===== config.mk =====
export PLATFORM = sky130hd
export DESIGN_NAME = radio_afc_step_tracker
export DESIGN_NICKNAME = d
export VERILOG_FILES = /design/src/afc_trk_pkg.sv /design/src/afc_trk_div.sv /design/src/radio_afc_step_tracker.sv
export VERILOG_INCLUDE_DIRS = /design/src /design/src/src
export SDC_FILE = /design/constraint.sdc
export NUM_CORES = 1
export LEC_CHECK = 0
export BUFFER_PORTS_ARGS = -buffer_cell sky130_fd_sc_hd__buf_2
export CORE_ASPECT_RATIO = 0.9
export CORE_MARGIN = 2
export CORE_UTILIZATION = 57
export DETAILED_ROUTE_END_ITERATION = 7
export PLACE_DENSITY = 0.85
export SYNTH_ARGS = -nofsm -noshare
export SYNTH_HDL_FRONTEND = slang
export SYNTH_HIERARCHICAL = 1
export SYNTH_SLANG_ARGS = --single-unit

===== constraint.sdc =====
create_clock -name aclk -period 7.5 [get_ports aclk]
set_input_delay 1.125 -clock aclk [delete_from_list [all_inputs] [get_ports aclk]]
set_output_delay 1.125 -clock aclk [all_outputs]
set_load 0.005 [all_outputs]

===== src/radio_afc_step_tracker_assert.svh =====
// Assertion macros shared by the AFC step tracker RTL.
`ifndef RADIO_AFC_STEP_TRACKER_ASSERT_SVH
`define RADIO_AFC_STEP_TRACKER_ASSERT_SVH
`ifndef SYNTHESIS
`define AFC_ASSERT(lbl, prop, msg) \
    lbl: assert property (@(posedge aclk) disable iff (!aresetn) prop) else $error(msg);
`define AFC_ASSERT_ALWAYS(lbl, prop, msg) \
    lbl: assert property (@(posedge aclk) prop) else $error(msg);
`else
`define AFC_ASSERT(lbl, prop, msg)
`define AFC_ASSERT_ALWAYS(lbl, prop, msg)
`endif
`endif


===== src/afc_trk_pkg.sv =====
// Constants and types of the AFC step tracker.
`default_nettype none
package afc_trk_pkg;

    localparam int FREQ_W    = 24;
    localparam int CORR_W    = 12;
    localparam int LIM_W     = 11;
    localparam int NIB_W     = 4;
    localparam int PPM_W     = 8;
    localparam int SCALE_W   = 20;
    localparam int NUM_W     = LIM_W + SCALE_W;
    localparam int CNT_W     = $clog2(NUM_W);

    localparam logic [SCALE_W-1:0] PPM_SCALE     = SCALE_W'(950000);
    localparam logic [LIM_W-1:0]   AFC_LIMIT_RST = LIM_W'(1638);

    localparam logic       REQ_SET  = 1'b0;
    localparam logic       REQ_AFC  = 1'b1;
    localparam int         NIB_SIGN = NIB_W - 1;
    localparam logic [2:0] MAG_ONES = 3'b111;
    localparam logic [2:0] MAG_ZERO = 3'b000;

    typedef struct packed {
        logic busy;
        logic done;
    } div_stat_t;

endpackage
`default_nettype wire


===== src/afc_trk_div.sv =====
// Restoring divider, one quotient bit per cycle.
`default_nettype none
`include "radio_afc_step_tracker_assert.svh"
module afc_trk_div (
    input  wire logic                          aclk,
    input  wire logic                          aresetn,
    input  wire logic                          start,
    input  wire logic [afc_trk_pkg::NUM_W-1:0]  num,
    input  wire logic [afc_trk_pkg::FREQ_W-1:0] den,
    output logic      [afc_trk_pkg::NUM_W-1:0]  quo,
    output afc_trk_pkg::div_stat_t              stat
);
    import afc_trk_pkg::*;

    logic                busy_reg;
    logic                done_reg;
    logic [CNT_W-1:0]    cnt_reg;
    logic [FREQ_W-1:0]   rem_reg;
    logic [NUM_W-1:0]    quo_reg;

    logic [FREQ_W:0]     trial;
    logic [FREQ_W+1:0]   diff;
    logic                ge;
    logic [FREQ_W-1:0]   rem_next;
    logic [NUM_W-1:0]    quo_next;

    always_comb begin
        trial    = {rem_reg, quo_reg[NUM_W-1]};
        diff     = {1'b0, trial} - {2'b00, den};
        ge       = ~diff[FREQ_W+1];
        rem_next = ge ? diff[FREQ_W-1:0] : trial[FREQ_W-1:0];
        quo_next = {quo_reg[NUM_W-2:0], ge};
    end

    always_ff @(posedge aclk) begin
        if (!aresetn) begin
            busy_reg <= 1'b0;
            done_reg <= 1'b0;
            cnt_reg  <= '0;
        end else begin
            done_reg <= 1'b0;
            if (start) begin
                busy_reg <= 1'b1;
                cnt_reg  <= '0;
                rem_reg  <= '0;
                quo_reg  <= num;
            end else if (busy_reg) begin
                rem_reg <= rem_next;
                quo_reg <= quo_next;
                if (cnt_reg == CNT_W'(NUM_W - 1)) begin
                    busy_reg <= 1'b0;
                    done_reg <= 1'b1;
                end else begin
                    cnt_reg <= cnt_reg + 1'b1;
                end
            end
        end
    end

    assign quo       = quo_reg;
    assign stat.busy = busy_reg;
    assign stat.done = done_reg;

    `AFC_ASSERT(a_start_idle, start |-> !busy_reg, "divider started while busy")
    `AFC_ASSERT(a_done_after_busy, done_reg |-> $past(busy_reg), "done without a run")

endmodule
`default_nettype wire


===== src/radio_afc_step_tracker.sv =====
// Top level of the AFC step tracker: correction state, ppm sequencer, output register.
//
//   port group   direction   transfer when
//   s_*          in          s_valid & s_ready   (one request item)
//   m_*          out         m_valid & m_ready   (one result item)
//   cfg_*        in          cfg_valid & cfg_ready (afc_limit write)
//
// A set item, and an AFC item while no frequency is stored, finish in the accept cycle.
// An AFC update runs S_MUL (multiply, divider start), S_DIV (serial divider), then S_FIN (output load).
// The divider loop produces one quotient bit per cycle.
// s_ready is low while an update runs, or while a held result is not taken.
// Reset is synchronous, active low; it clears the frequency and correction, afc_limit goes to 1638.
`default_nettype none
`include "radio_afc_step_tracker_assert.svh"
module radio_afc_step_tracker (
    input  wire logic                            aclk,
    input  wire logic                            aresetn,
    input  wire logic                            s_valid,
    output logic                                 s_ready,
    input  wire logic                            s_req_type,
    input  wire logic [afc_trk_pkg::FREQ_W-1:0]  s_rf_freq,
    input  wire logic [afc_trk_pkg::NIB_W-1:0]   s_fei_nibble,
    output logic                                 m_valid,
    input  wire logic                            m_ready,
    output logic                                 m_freq_valid,
    output logic      [afc_trk_pkg::FREQ_W-1:0]  m_freq_word,
    output logic                                 m_ppm_valid,
    output logic signed [afc_trk_pkg::PPM_W-1:0] m_ppm_value,
    output logic signed [afc_trk_pkg::CORR_W-1:0] m_correction_now,
    input  wire logic                            cfg_valid,
    output logic                                 cfg_ready,
    input  wire logic [afc_trk_pkg::LIM_W-1:0]   cfg_data
);
    import afc_trk_pkg::*;

    typedef enum logic [1:0] {
        S_IDLE,
        S_MUL,
        S_DIV,
        S_FIN
    } state_t;

    state_t                     state_reg;
    logic [LIM_W-1:0]           lim_reg;
    logic [FREQ_W-1:0]          nominal_reg;
    logic signed [CORR_W-1:0]   corr_reg;
    logic                       neg_reg;

    logic                       m_valid_reg;
    logic                       m_freq_valid_reg;
    logic [FREQ_W-1:0]          m_freq_word_reg;
    logic                       m_ppm_valid_reg;
    logic signed [PPM_W-1:0]    m_ppm_value_reg;
    logic signed [CORR_W-1:0]   m_corr_reg;

    logic                       out_free;
    logic                       in_xfer;
    logic                       afc_go;
    logic                       out_load;
    logic                       nib_neg;
    logic [2:0]                 nib_mag;
    logic signed [CORR_W:0]     corr_ext;
    logic signed [CORR_W:0]     step;
    logic signed [CORR_W:0]     sum;
    logic signed [CORR_W:0]     lim_pos;
    logic signed [CORR_W:0]     lim_neg;
    logic signed [CORR_W:0]     corr_clamped;
    logic signed [CORR_W-1:0]   corr_next;
    logic [FREQ_W-1:0]          freq_set;

    logic [CORR_W-1:0]          corr_abs;
    logic [LIM_W-1:0]           corr_mag;
    logic [NUM_W-1:0]           prod;
    logic                       div_start;
    logic [NUM_W-1:0]           quo;
    div_stat_t                  div_stat;
    logic signed [PPM_W-1:0]    ppm_sat;

    assign out_free  = !m_valid_reg || m_ready;
    assign s_ready   = (state_reg == S_IDLE) && out_free;
    assign in_xfer   = s_valid && s_ready;
    assign afc_go    = in_xfer && (s_req_type == REQ_AFC) && (nominal_reg != '0);
    assign out_load  = (in_xfer && !afc_go) || ((state_reg == S_FIN) && out_free);
    assign cfg_ready = 1'b1;

    always_comb begin
        nib_neg  = s_fei_nibble[NIB_SIGN];
        nib_mag  = s_fei_nibble[2:0];
        corr_ext = {corr_reg[CORR_W-1], corr_reg};
        lim_pos  = {2'b00, lim_reg};
        lim_neg  = -lim_pos;
        if (nib_neg) begin
            step = (nib_mag == MAG_ONES) ? (CORR_W+1)'(1) : (CORR_W+1)'(4);
            sum  = corr_ext - step;
            corr_clamped = (sum < lim_neg) ? lim_neg : sum;
        end else begin
            step = (nib_mag == MAG_ZERO) ? (CORR_W+1)'(1) : (CORR_W+1)'(4);
            sum  = corr_ext + step;
            corr_clamped = (sum > lim_pos) ? lim_pos : sum;
        end
        corr_next = corr_clamped[CORR_W-1:0];
        freq_set  = s_rf_freq - {{(FREQ_W-CORR_W){corr_reg[CORR_W-1]}}, corr_reg};
    end

    always_comb begin
        corr_abs  = corr_reg[CORR_W-1] ? -corr_reg : corr_reg;
        corr_mag  = corr_abs[LIM_W-1:0];
        prod      = NUM_W'(corr_mag) * NUM_W'(PPM_SCALE);
        div_start = (state_reg == S_MUL);
    end

    afc_trk_div u_div (
        .aclk    (aclk),
        .aresetn (aresetn),
        .start   (div_start),
        .num     (prod),
        .den     (nominal_reg),
        .quo     (quo),
        .stat    (div_stat)
    );

    always_comb begin
        if (neg_reg) begin
            if (quo > NUM_W'(128)) begin
                ppm_sat = {1'b1, {(PPM_W-1){1'b0}}};
            end else begin
                ppm_sat = -quo[PPM_W-1:0];
            end
        end else begin
            if (quo > NUM_W'(127)) begin
                ppm_sat = {1'b0, {(PPM_W-1){1'b1}}};
            end else begin
                ppm_sat = quo[PPM_W-1:0];
            end
        end
    end

    always_ff @(posedge aclk) begin
        if (!aresetn) begin
            state_reg   <= S_IDLE;
            lim_reg     <= AFC_LIMIT_RST;
            nominal_reg <= '0;
            corr_reg    <= '0;
            m_valid_reg <= 1'b0;
        end else begin
            if (cfg_valid && cfg_ready) begin
                lim_reg <= cfg_data;
            end
            if (out_load) begin
                m_valid_reg <= 1'b1;
            end else if (m_valid_reg && m_ready) begin
                m_valid_reg <= 1'b0;
            end
            unique case (state_reg)
                S_IDLE: begin
                    if (in_xfer) begin
                        if (s_req_type == REQ_SET) begin
                            nominal_reg      <= s_rf_freq;
                            m_freq_valid_reg <= 1'b1;
                            m_freq_word_reg  <= freq_set;
                            m_ppm_valid_reg  <= 1'b0;
                            m_ppm_value_reg  <= '0;
                            m_corr_reg       <= corr_reg;
                        end else if (nominal_reg == '0) begin
                            m_freq_valid_reg <= 1'b0;
                            m_freq_word_reg  <= '0;
                            m_ppm_valid_reg  <= 1'b0;
                            m_ppm_value_reg  <= '0;
                            m_corr_reg       <= corr_reg;
                        end else begin
                            corr_reg  <= corr_next;
                            state_reg <= S_MUL;
                        end
                    end
                end
                S_MUL: begin
                    neg_reg   <= corr_reg[CORR_W-1];
                    state_reg <= S_DIV;
                end
                S_DIV: begin
                    if (div_stat.done) begin
                        state_reg <= S_FIN;
                    end
                end
                S_FIN: begin
                    if (out_free) begin
                        m_freq_valid_reg <= 1'b0;
                        m_freq_word_reg  <= '0;
                        m_ppm_valid_reg  <= 1'b1;
                        m_ppm_value_reg  <= ppm_sat;
                        m_corr_reg       <= corr_reg;
                        state_reg        <= S_IDLE;
                    end
                end
                default: begin
                    state_reg <= S_IDLE;
                end
            endcase
        end
    end

    assign m_valid          = m_valid_reg;
    assign m_freq_valid     = m_freq_valid_reg;
    assign m_freq_word      = m_freq_word_reg;
    assign m_ppm_valid      = m_ppm_valid_reg;
    assign m_ppm_value      = m_ppm_value_reg;
    assign m_correction_now = m_corr_reg;

    `AFC_ASSERT_ALWAYS(a_reset_idle, !aresetn |=> !m_valid && state_reg == S_IDLE, "reset state")
    `AFC_ASSERT(a_corr_range, corr_reg != {1'b1, {(CORR_W-1){1'b0}}}, "correction out of range")
    `AFC_ASSERT(a_afc_starts, afc_go |=> (state_reg == S_MUL), "AFC update not started")
    `AFC_ASSERT(a_one_kind, m_valid |-> !(m_freq_valid && m_ppm_valid), "result flags both set")
    `AFC_ASSERT(a_div_run, state_reg == S_DIV |-> div_stat.busy || div_stat.done, "divider idle")

endmodule
`default_nettype wire

Yosys cells after proc, flatten, opt, wreduce, memory -nomap -nowiden
Cells that the tools add are included.
{"block": "op_classes", "multipliers": 1, "n_lt_le_gt_ge": 4, "reduce_logical": 27, "add_sub_neg": 8, "eq_ne": 11, "n_bitwise": 6, "muxes": 49}
{"operator": "2-to-1 mux 24 bit", "count": 6}
{"operator": "2-to-1 mux 12 bit", "count": 7}
{"operator": "2-to-1 mux 31 bit", "count": 2}
{"operator": "2-to-1 mux 8 bit", "count": 7}
{"operator": "case mux 24 bit (2 select lines)", "count": 1}
{"operator": "greater-than comparator 31 x 7 -> 1 bit, second input constant", "count": 1}
{"operator": "greater-than comparator 31 x 8 -> 1 bit, second input constant", "count": 1}
{"operator": "multiplier 11 x 16 -> 27 bit, second input constant", "count": 1}
{"operator": "subtractor 25 x 24 -> 26 bit", "count": 1}
{"operator": "logical NOT 24 bit", "count": 1}
{"operator": "case mux 12 bit (2 select lines)", "count": 1}
{"operator": "nonzero test 24 bit", "count": 1}
{"operator": "subtractor 24 bit", "count": 1}
{"operator": "case mux 8 bit (2 select lines)", "count": 1}
{"operator": "adder 12 x 4 -> 13 bit", "count": 1}
{"operator": "greater-than comparator 13 x 12 -> 1 bit", "count": 1}
{"operator": "less-than comparator 13 bit", "count": 1}
{"operator": "2-to-1 mux 1 bit", "count": 13}
{"operator": "negator 11 -> 13 bit", "count": 1}
{"operator": "subtractor 12 x 4 -> 13 bit", "count": 1}
{"operator": "2-to-1 mux 11 bit", "count": 1}
{"operator": "negator 11 bit", "count": 1}
{"operator": "2-to-1 mux 2 bit", "count": 5}
{"operator": "AND reduction 5 bit", "count": 2}
{"operator": "other kinds (24)", "count": 47}
{"block": "totals", "wordCells": 123, "in_bits": 45, "reg_bits": 159}

Logic depth before layout (Yosys ltp)
Gate-level depths: netlist of the first run.
{"block": "logic_depth", "depth_word": 10, "mapped_depth": 26, "depth_no_buf": 26}

By module
The synthesis of the first run kept the hierarchy.
{"mod": "radio_afc_step_tracker", "instances": 1, "area_each_um2": 10508.8, "seq_area_each_um2": 2412.3, "cells_per_inst": 1181}
{"mod": "afc_trk_div", "instances": 1, "area_each_um2": 4087.7, "seq_area_each_um2": 1791.7, "cells_per_inst": 378}

Least setup slack after synthesis of the first run
OpenSTA, ideal clock, no wires.
{"block": "synth_path", "path_kind": "register to register", "from": "register corr_reg[0]", "to": "register u_div.quo_reg[28] (netlist: u_div/quo[28]), data pin", "setup_time_ns": 0.260, "path_stages_with_launch": 26, "t_arrival_ns": 6.927, "path_slack_ns": 0.313, "cell_sequence": "dfxtp_1 > inv_1 > ha_1 > nand3_1 > or2_2 > nand2_1 > xnor2_1 > inv_1 > fa_1 > inv_1 > fa_1 > inv_1 > fa_1 > fa_1 > fa_1 > inv_1 > ha_1 > a21oi_1 > nor2b_1 > a41oi_1 > a211o_1 > a21oi_1 > or4_1 > a21oi_1 > xnor2_1 > mux2_2"}
{"block": "synth_via", "elab_chain_len": 4}
{"item": "from (decl)", "line_no": "radio_afc_step_tracker.sv:46", "source": "logic signed [CORR_W-1:0] corr_reg;"}
{"item": "from (signal assigned)", "line_no": "radio_afc_step_tracker.sv:171", "source": "corr_reg <= corr_next;"}
{"item": "negator 11 bit", "line_no": "radio_afc_step_tracker.sv:106", "source": "corr_abs = corr_reg[CORR_W-1] ? -corr_reg : corr_reg;"}
{"item": "2-to-1 mux 11 bit *", "line_no": "radio_afc_step_tracker.sv:106"}
{"item": "multiplier 11 x 16 -> 27 bit *", "line_no": "radio_afc_step_tracker.sv:108", "source": "prod = NUM_W'(corr_mag) * NUM_W'(PPM_SCALE);"}
{"item": "net prod[28]", "line_no": "radio_afc_step_tracker.sv:73", "source": "logic [NUM_W-1:0] prod;"}
{"item": "2-to-1 mux 31 bit *", "line_no": "afc_trk_div.sv:42", "source": "if (start) begin"}
{"item": "to (signal assigned)", "line_no": "afc_trk_div.sv:46", "source": "quo_reg <= num;"}
{"item": "to (signal assigned)", "line_no": "afc_trk_div.sv:49", "source": "quo_reg <= quo_next;"}
{"item": "to (decl)", "line_no": "afc_trk_div.sv:19", "source": "logic [NUM_W-1:0] quo_reg;"}
Mark *: on every way through the listed nets, which the timed path passes. The rest lies on a longest branch.
A chain may end at the register's enable or synchronous reset.

Final worst setup path of the first run
{"block": "layout_path", "from": "register corr_reg[5]", "to": "register u_div.quo_reg[28] (netlist: u_div/quo[28]), data pin"}
Same word-level chain as after synthesis.

==> results of run 1 <==
## repair_timing
| action | CTS | global route |
|---|---|---|
| hold buffers | 0 | 0 |
| hold endpoints to repair | 0 | 0 |
| setup endpoints to repair | 0 | 1 |
| gates resized for setup | 0 | 1 |
| setup buffers | 0 | 0 |
## worst max path at each step
stage                 from             to  slack, ns  depth (start not counted)
2_1_floorplan  corr_reg[0]  u_div/quo[28]       0.31                         25
3_3_place_gp   corr_reg[5]  u_div/quo[28]       0.49                         23
3_5_place_dp   corr_reg[5]  u_div/quo[28]       0.34                         23
4_1_cts        corr_reg[5]  u_div/quo[28]       0.32                         23
5_1_grt        corr_reg[5]  u_div/quo[28]       0.03                         23
6_report       corr_reg[5]  u_div/quo[28]       0.38                         23
## layout make-up
cell class              instances  share of cell area (%)
repair buffers                111                    3.77
clock buffers                  20                    2.99
flip-flops and latches        159                    26.3
inverters                     217                    5.12
well taps                     342                    2.67
multi-input cells            1139                    58.3
clock inverters                12                   0.859
## tightest hold or removal path, delay by kind of cell (launching register included)
family	cells	cell delay [ns]
simple gates	1	0.04
buf+inv	1	0.05
flops	1	0.32
## routing by layer
layer | share of wire, % | global-route usage (%)
met5 | 0 | 0
met4 | 4.1 | 12.7
met1 | 42 | 38.4
met3 | 9.2 | 5.85
met2 | 44 | 44.4
## where the power goes
group	leakage, nW	switching [mW]	internal, mW	total [mW]
Sequential	1.42	0.153	1.27	1.42
Combinational	5.30	3.08	2.10	5.18
Clock	0.305	0.416	0.512	0.928
Total	7.02	3.65	3.88	7.53
==> results.yml, run 1 <==
worst_setup_path:
  r2r-start: "corr_reg[5]"
  cp-end-kind: "register"
  crit_type: "register to register"
  slowest_stage: "fa_2"
  ff2ff_path_depth: 23
  r2r_setup_slack_ns: 0.38
  start_kind: "register"
  crit_top_cell: "fa_1"
  worst_ep_arrival_time_ns: 7.31
  max_stage_delay_ns: 0.69
  worstPathRequired_ns: 7.69
  cpLargestDelayFamily: "adder cells"
  path_buf_inv: 4
  reg2reg_to: "u_div/quo[28]"
  cp_cell_sequence: "inv_2 -> nand4_1 -> or2_2 -> o31ai_1 -> xnor2_1 -> fa_2 -> inv_1 -> fa_1 -> inv_1 -> fa_1 -> inv_1 -> fa_1 -> fa_1 -> ha_1 -> a21oi_1 -> o2bb2ai_1 -> a311oi_1 -> nor2_1 -> a21oi_1 -> or4_1 -> a21oi_1 -> xnor2_1 -> mux2_2"
  cp_max_fo: 9
clock_tree:
  clk_path_buf_depth: 2
  clk_pin_slew_worst_paths_ns: 0.07
  h-tree-depth: 4
  clk_latency_ns: 0.45
  cts_root_buf: "clkbuf_16"
  cts_num_sinks: 159
  cts_tree: "done"
  numCtsBuffers: 17
grt:
  grt_pass1_wl_um: 60300
  grt_pass1_vias: 11500
  grt_util_all_layers_pct: 28.4
  gr-total-overflow: 0
  grt_max_degree: 59
  antenna_found_initial: 0
cells_and_area:
  area_growth_syn_to_layout_pct: 9.77
  drive_gt1_share_pct: 13.0
  multiInputGateArea_mm2: 0.00934
  largest_reg_flops: 31
  final_nets: 1930
  fillers: 2026
  antenna_cells: 0
  mostFrequentLayoutCell: "inv_1"
  seqCellArea_mm2: 0.00420
  fin_area_mm2: 0.0160
  fin_cells: 2000
  fin_util_pct: 63.8
  final_cell_mix: "inv_1 (208), ha_1 (163), nor2_1 (120)"
min_path:
  hold_path_class: "register to register"
  whs_path_depth: 2
  hold_end: "u_div/done_reg"
  min_from: "u_div/busy_reg"
placement:
  io_buffer_count: 92
  post-place-ws_ns: 0.344
  placed_area_mm2: 0.0154
  globalplace.congestion: 0.969
  place_inst: 1968
  dp_hpwl_um: 29500
routing:
  drt_iter0_drc: 1308
  drt_wl_total_um: 37700
  viasPerCell: 6.01
  num_vias: 12000
  drc: 0
  ant_nets: 0
  wl_per_cell_um: 18.9
  first_pass_iters: 6
sta:
  hold_viol: 0
  worstMarginPinSlew_ns: 0.766
  fin_crit_sh_pct: 94.9
  period_minus_slack_ns: 7.12
  fin_setup_tns_ns: 0
  whs_ns: 0.449
  rsz0062_at_grt: "false"
  fmax_mhz: 140
  maxSlewHeadroom_pct: 48.7
  finalClockSkew_ns: 0.0149
  slew_viol_final: 0
  setup_slack_ns: 0.382
  setup_violations: 0
pwr:
  ir_drop_mv: 0.314
  total_power_mw: 7.53
  leakagePower_nw: 7.02
  powerDensity_mw_per_mm2: 470
synth:
  syn_area_mm2: 0.0146
  syn_area_per_cell_um2: 9.36
  synthCells: 1558
  ys_warn_count: 6
floorplanning:
  die-area_mm2: 0.0269
  fp.dieH_um: 156
  rows: 55
  die_w_um: 173
  ios: 94
  core_mm2: 0.0251
  initial_core_util_pct: 58.1
run:
  cap_violations: 0
outcome:
  run_status: "finished, final reports clean"
Note: power is estimated with default switching activity, not from simulation.
==> inputs of run 2 (changes only) <==
--- a/config.mk
+++ b/config.mk
@@ -9,9 +9,9 @@
 export BUFFER_PORTS_ARGS = -buffer_cell sky130_fd_sc_hd__buf_2
 export CORE_ASPECT_RATIO = 0.9
 export CORE_MARGIN = 2
-export CORE_UTILIZATION = 57
+export CORE_UTILIZATION = 45
 export DETAILED_ROUTE_END_ITERATION = 7
-export PLACE_DENSITY = 0.85
+export PLACE_DENSITY = 0.7
 export SYNTH_ARGS = -nofsm -noshare
 export SYNTH_HDL_FRONTEND = slang
 export SYNTH_HIERARCHICAL = 1
==> constraint.sdc (replaced) <==
create_clock -name aclk -period 6.17 [get_ports aclk]
set_input_delay 0.9255 -clock aclk [delete_from_list [all_inputs] [get_ports aclk]]
set_output_delay 0.9255 -clock aclk [all_outputs]
set_load 0.005 [all_outputs]
==> run 2 against run 1 <==
The flow now finishes with violations (negative setup slack). Sequential power up 20%. Clock skew up 0.0017 ns. Combinational power up 46%. Largest power group unchanged. Total power up 37%. Fmax up 14%. Critical endpoint unchanged. Highest routed layer unchanged. Via count down 1.8%.
==> results.yml, run 2 (synthesis results as in run 1) <==
placement:
  place_inst: 2099
  dp_hpwl_um: 29500
  io_buffer_count: 92
  globalplace.congestion: 0.930
clock_tree:
  cts_num_sinks: 159
  clk_pin_slew_worst_paths_ns: 0.08
  clk_latency_ns: 0.44
  cts_hold_buf: 0
  numCtsBuffers: 17
  cts_root_buf: "clkbuf_16"
  clk_path_buf_depth: 2
  h-tree-depth: 4
  cts_tree: "done"
routing:
  wl_per_cell_um: 17.6
  first_pass_iters: 6
  drc: 0
  drt_wl_total_um: 37800
  num_vias: 11800
  drt_iter0_drc: 794
  ant_nets: 0
  viasPerCell: 5.51
pwr:
  ir_drop_mv: 0.454
  powerDensity_mw_per_mm2: 608
  leakagePower_nw: 7.40
sta:
  fmax_mhz: 161
  slew_viol_final: 0
  fin_crit_sh_pct: 101
  setup_violations: 2
  rsz0062_at_grt: "true"
  period_minus_slack_ns: 6.23
  setup_slack_ns: -0.0574
  hold_viol: 0
  worstMarginPinSlew_ns: 1.17
  maxSlewHeadroom_pct: 22.0
  finalClockSkew_ns: 0.0166
floorplanning:
  initial_core_util_pct: 45.8
  die-area_mm2: 0.0339
  ios: 94
  die_w_um: 194
  rows: 62
  fp.dieH_um: 175
  core_mm2: 0.0319
worst_setup_path:
  ff2ff_path_depth: 24
  worstSetupStartpoint: "corr_reg[1]"
  r2r-start: "corr_reg[1]"
  worstPathRequired_ns: 6.36
  crit_type: "register to register"
  start_kind: "register"
  endpoint: "u_div/quo[28]"
  worst_ep_arrival_time_ns: 6.42
  cp_max_fo: 4
  cp-end-kind: "register"
  r2r_setup_slack_ns: -0.06
  reg2reg_to: "u_div/quo[28]"
grt:
  grt_pass1_vias: 11700
  grt_util_all_layers_pct: 22.2
  gr-total-overflow: 0
  grt_max_degree: 60
  antenna_found_initial: 1
  grt_pass1_wl_um: 60400
min_path:
  hold_path_class: "register to register"
cells_and_area:
  area_growth_syn_to_layout_pct: 16.3
  seqCellArea_mm2: 0.00421
  mostFrequentLayoutCell: "inv_1"
  final_nets: 1996
  drive_gt1_share_pct: 20.0
  fillers: 2834
  fin_util_pct: 53.2
  final_cell_mix: "inv_1 (197), ha_1 (153), nor2_1 (118)"
  fin_cells: 2141
  largest_reg_flops: 31
  multiInputGateArea_mm2: 0.00971
run:
  cap_violations: 0
outcome:
  violations: "negative setup slack"
  run_status: "finished, violations left"
run 2: worst min-delay path by stage:
stage / from / endpoint / slack [ns] / depth (start not counted)
4_1_cts: nominal_reg[15] / nominal_reg[15] / 0.48 / 2
3_5_place_dp: nominal_reg[15] / nominal_reg[15] / 0.47 / 2
6_report: nominal_reg[15] / nominal_reg[15] / 0.48 / 2
3_3_place_gp: nominal_reg[19] / nominal_reg[19] / 0.46 / 2
2_1_floorplan: corr_reg[10] / m_correction_now[10] / 0.40 / 0
5_1_grt: nominal_reg[14] / nominal_reg[14] / 0.50 / 2
run 2: power breakdown:
| part | internal, mW | total (mW) | switching [mW] |
|---|---|---|---|
| sequential | 1.54 | 1.70 | 0.158 |
| combinational | 3.46 | 7.56 | 4.10 |
| clock | 0.545 | 1.07 | 0.522 |
| total | 5.54 | 10.3 | 4.78 |
run 2: layout make-up:
class | instances | share of cell area [%]
Sequential cell | 159 | 24.8
Multi-Input combinational cell | 1139 | 57.2
Inverter | 217 | 4.92
Clock inverter | 15 | 0.951
Antenna cell | 1 | 0.0147
Clock buffer | 17 | 2.51
Timing Repair Buffer | 177 | 6.52
Tap cell | 416 | 3.07
run 2: what timing repair did:
action	CTS	global route
endpoints found under the setup margin	6	10
endpoints found under the hold margin	0	0
pin swaps	12	45
gates resized for setup	11	46
buffers inserted	1	8
run 2: critical path, cell delays in order, from the launching register on:
cell	delay, ns
dfxtp_2	0.34
inv_4	0.07
ha_4	0.14
nand3_4	0.08
or2_4	0.25
o31ai_4	0.25
xnor2_2	0.12
fa_2	0.66
inv_4	0.06
fa_1	0.53
inv_1	0.06
fa_1	0.50
fa_1	0.44
fa_1	0.56
inv_2	0.05
ha_4	0.23
a21oi_4	0.13
nor2b_1	0.07
a41oi_2	0.18
a211o_1	0.24
a21oi_2	0.10
or4_4	0.42
a21oi_2	0.16
xnor2_1	0.08
mux2_4	0.26
run 2: per-layer routing:
layer  GRT usage, %  share of wire [%]  vias up
met5              0                  0        -
met4           6.77                2.4        0
met3           3.63                5.3       49
met2           35.6                 46      344
met1           31.0                 46     5647
li1               -                  -     5761
run 2: metrics by stage:
| stage | TNS, ns | setup WS [ns] | cell area (um^2) | hold WS, ns | power, mW |
|---|---|---|---|---|---|
| floorplan | 0 | 0.00246 | 14800 | 0.403 | 6.75 |
| global placement | -0.0659 | -0.0565 | 16100 | 0.460 | 8.43 |
| detailed placement | -0.531 | -0.197 | 16100 | 0.467 | 8.61 |
| CTS | 0 | 0.00784 | 16700 | 0.478 | 9.85 |
| global route | -0.985 | -0.210 | 17000 | 0.499 | 11.3 |
| finish | -0.0955 | -0.0574 | 17000 | 0.479 | 10.3 |
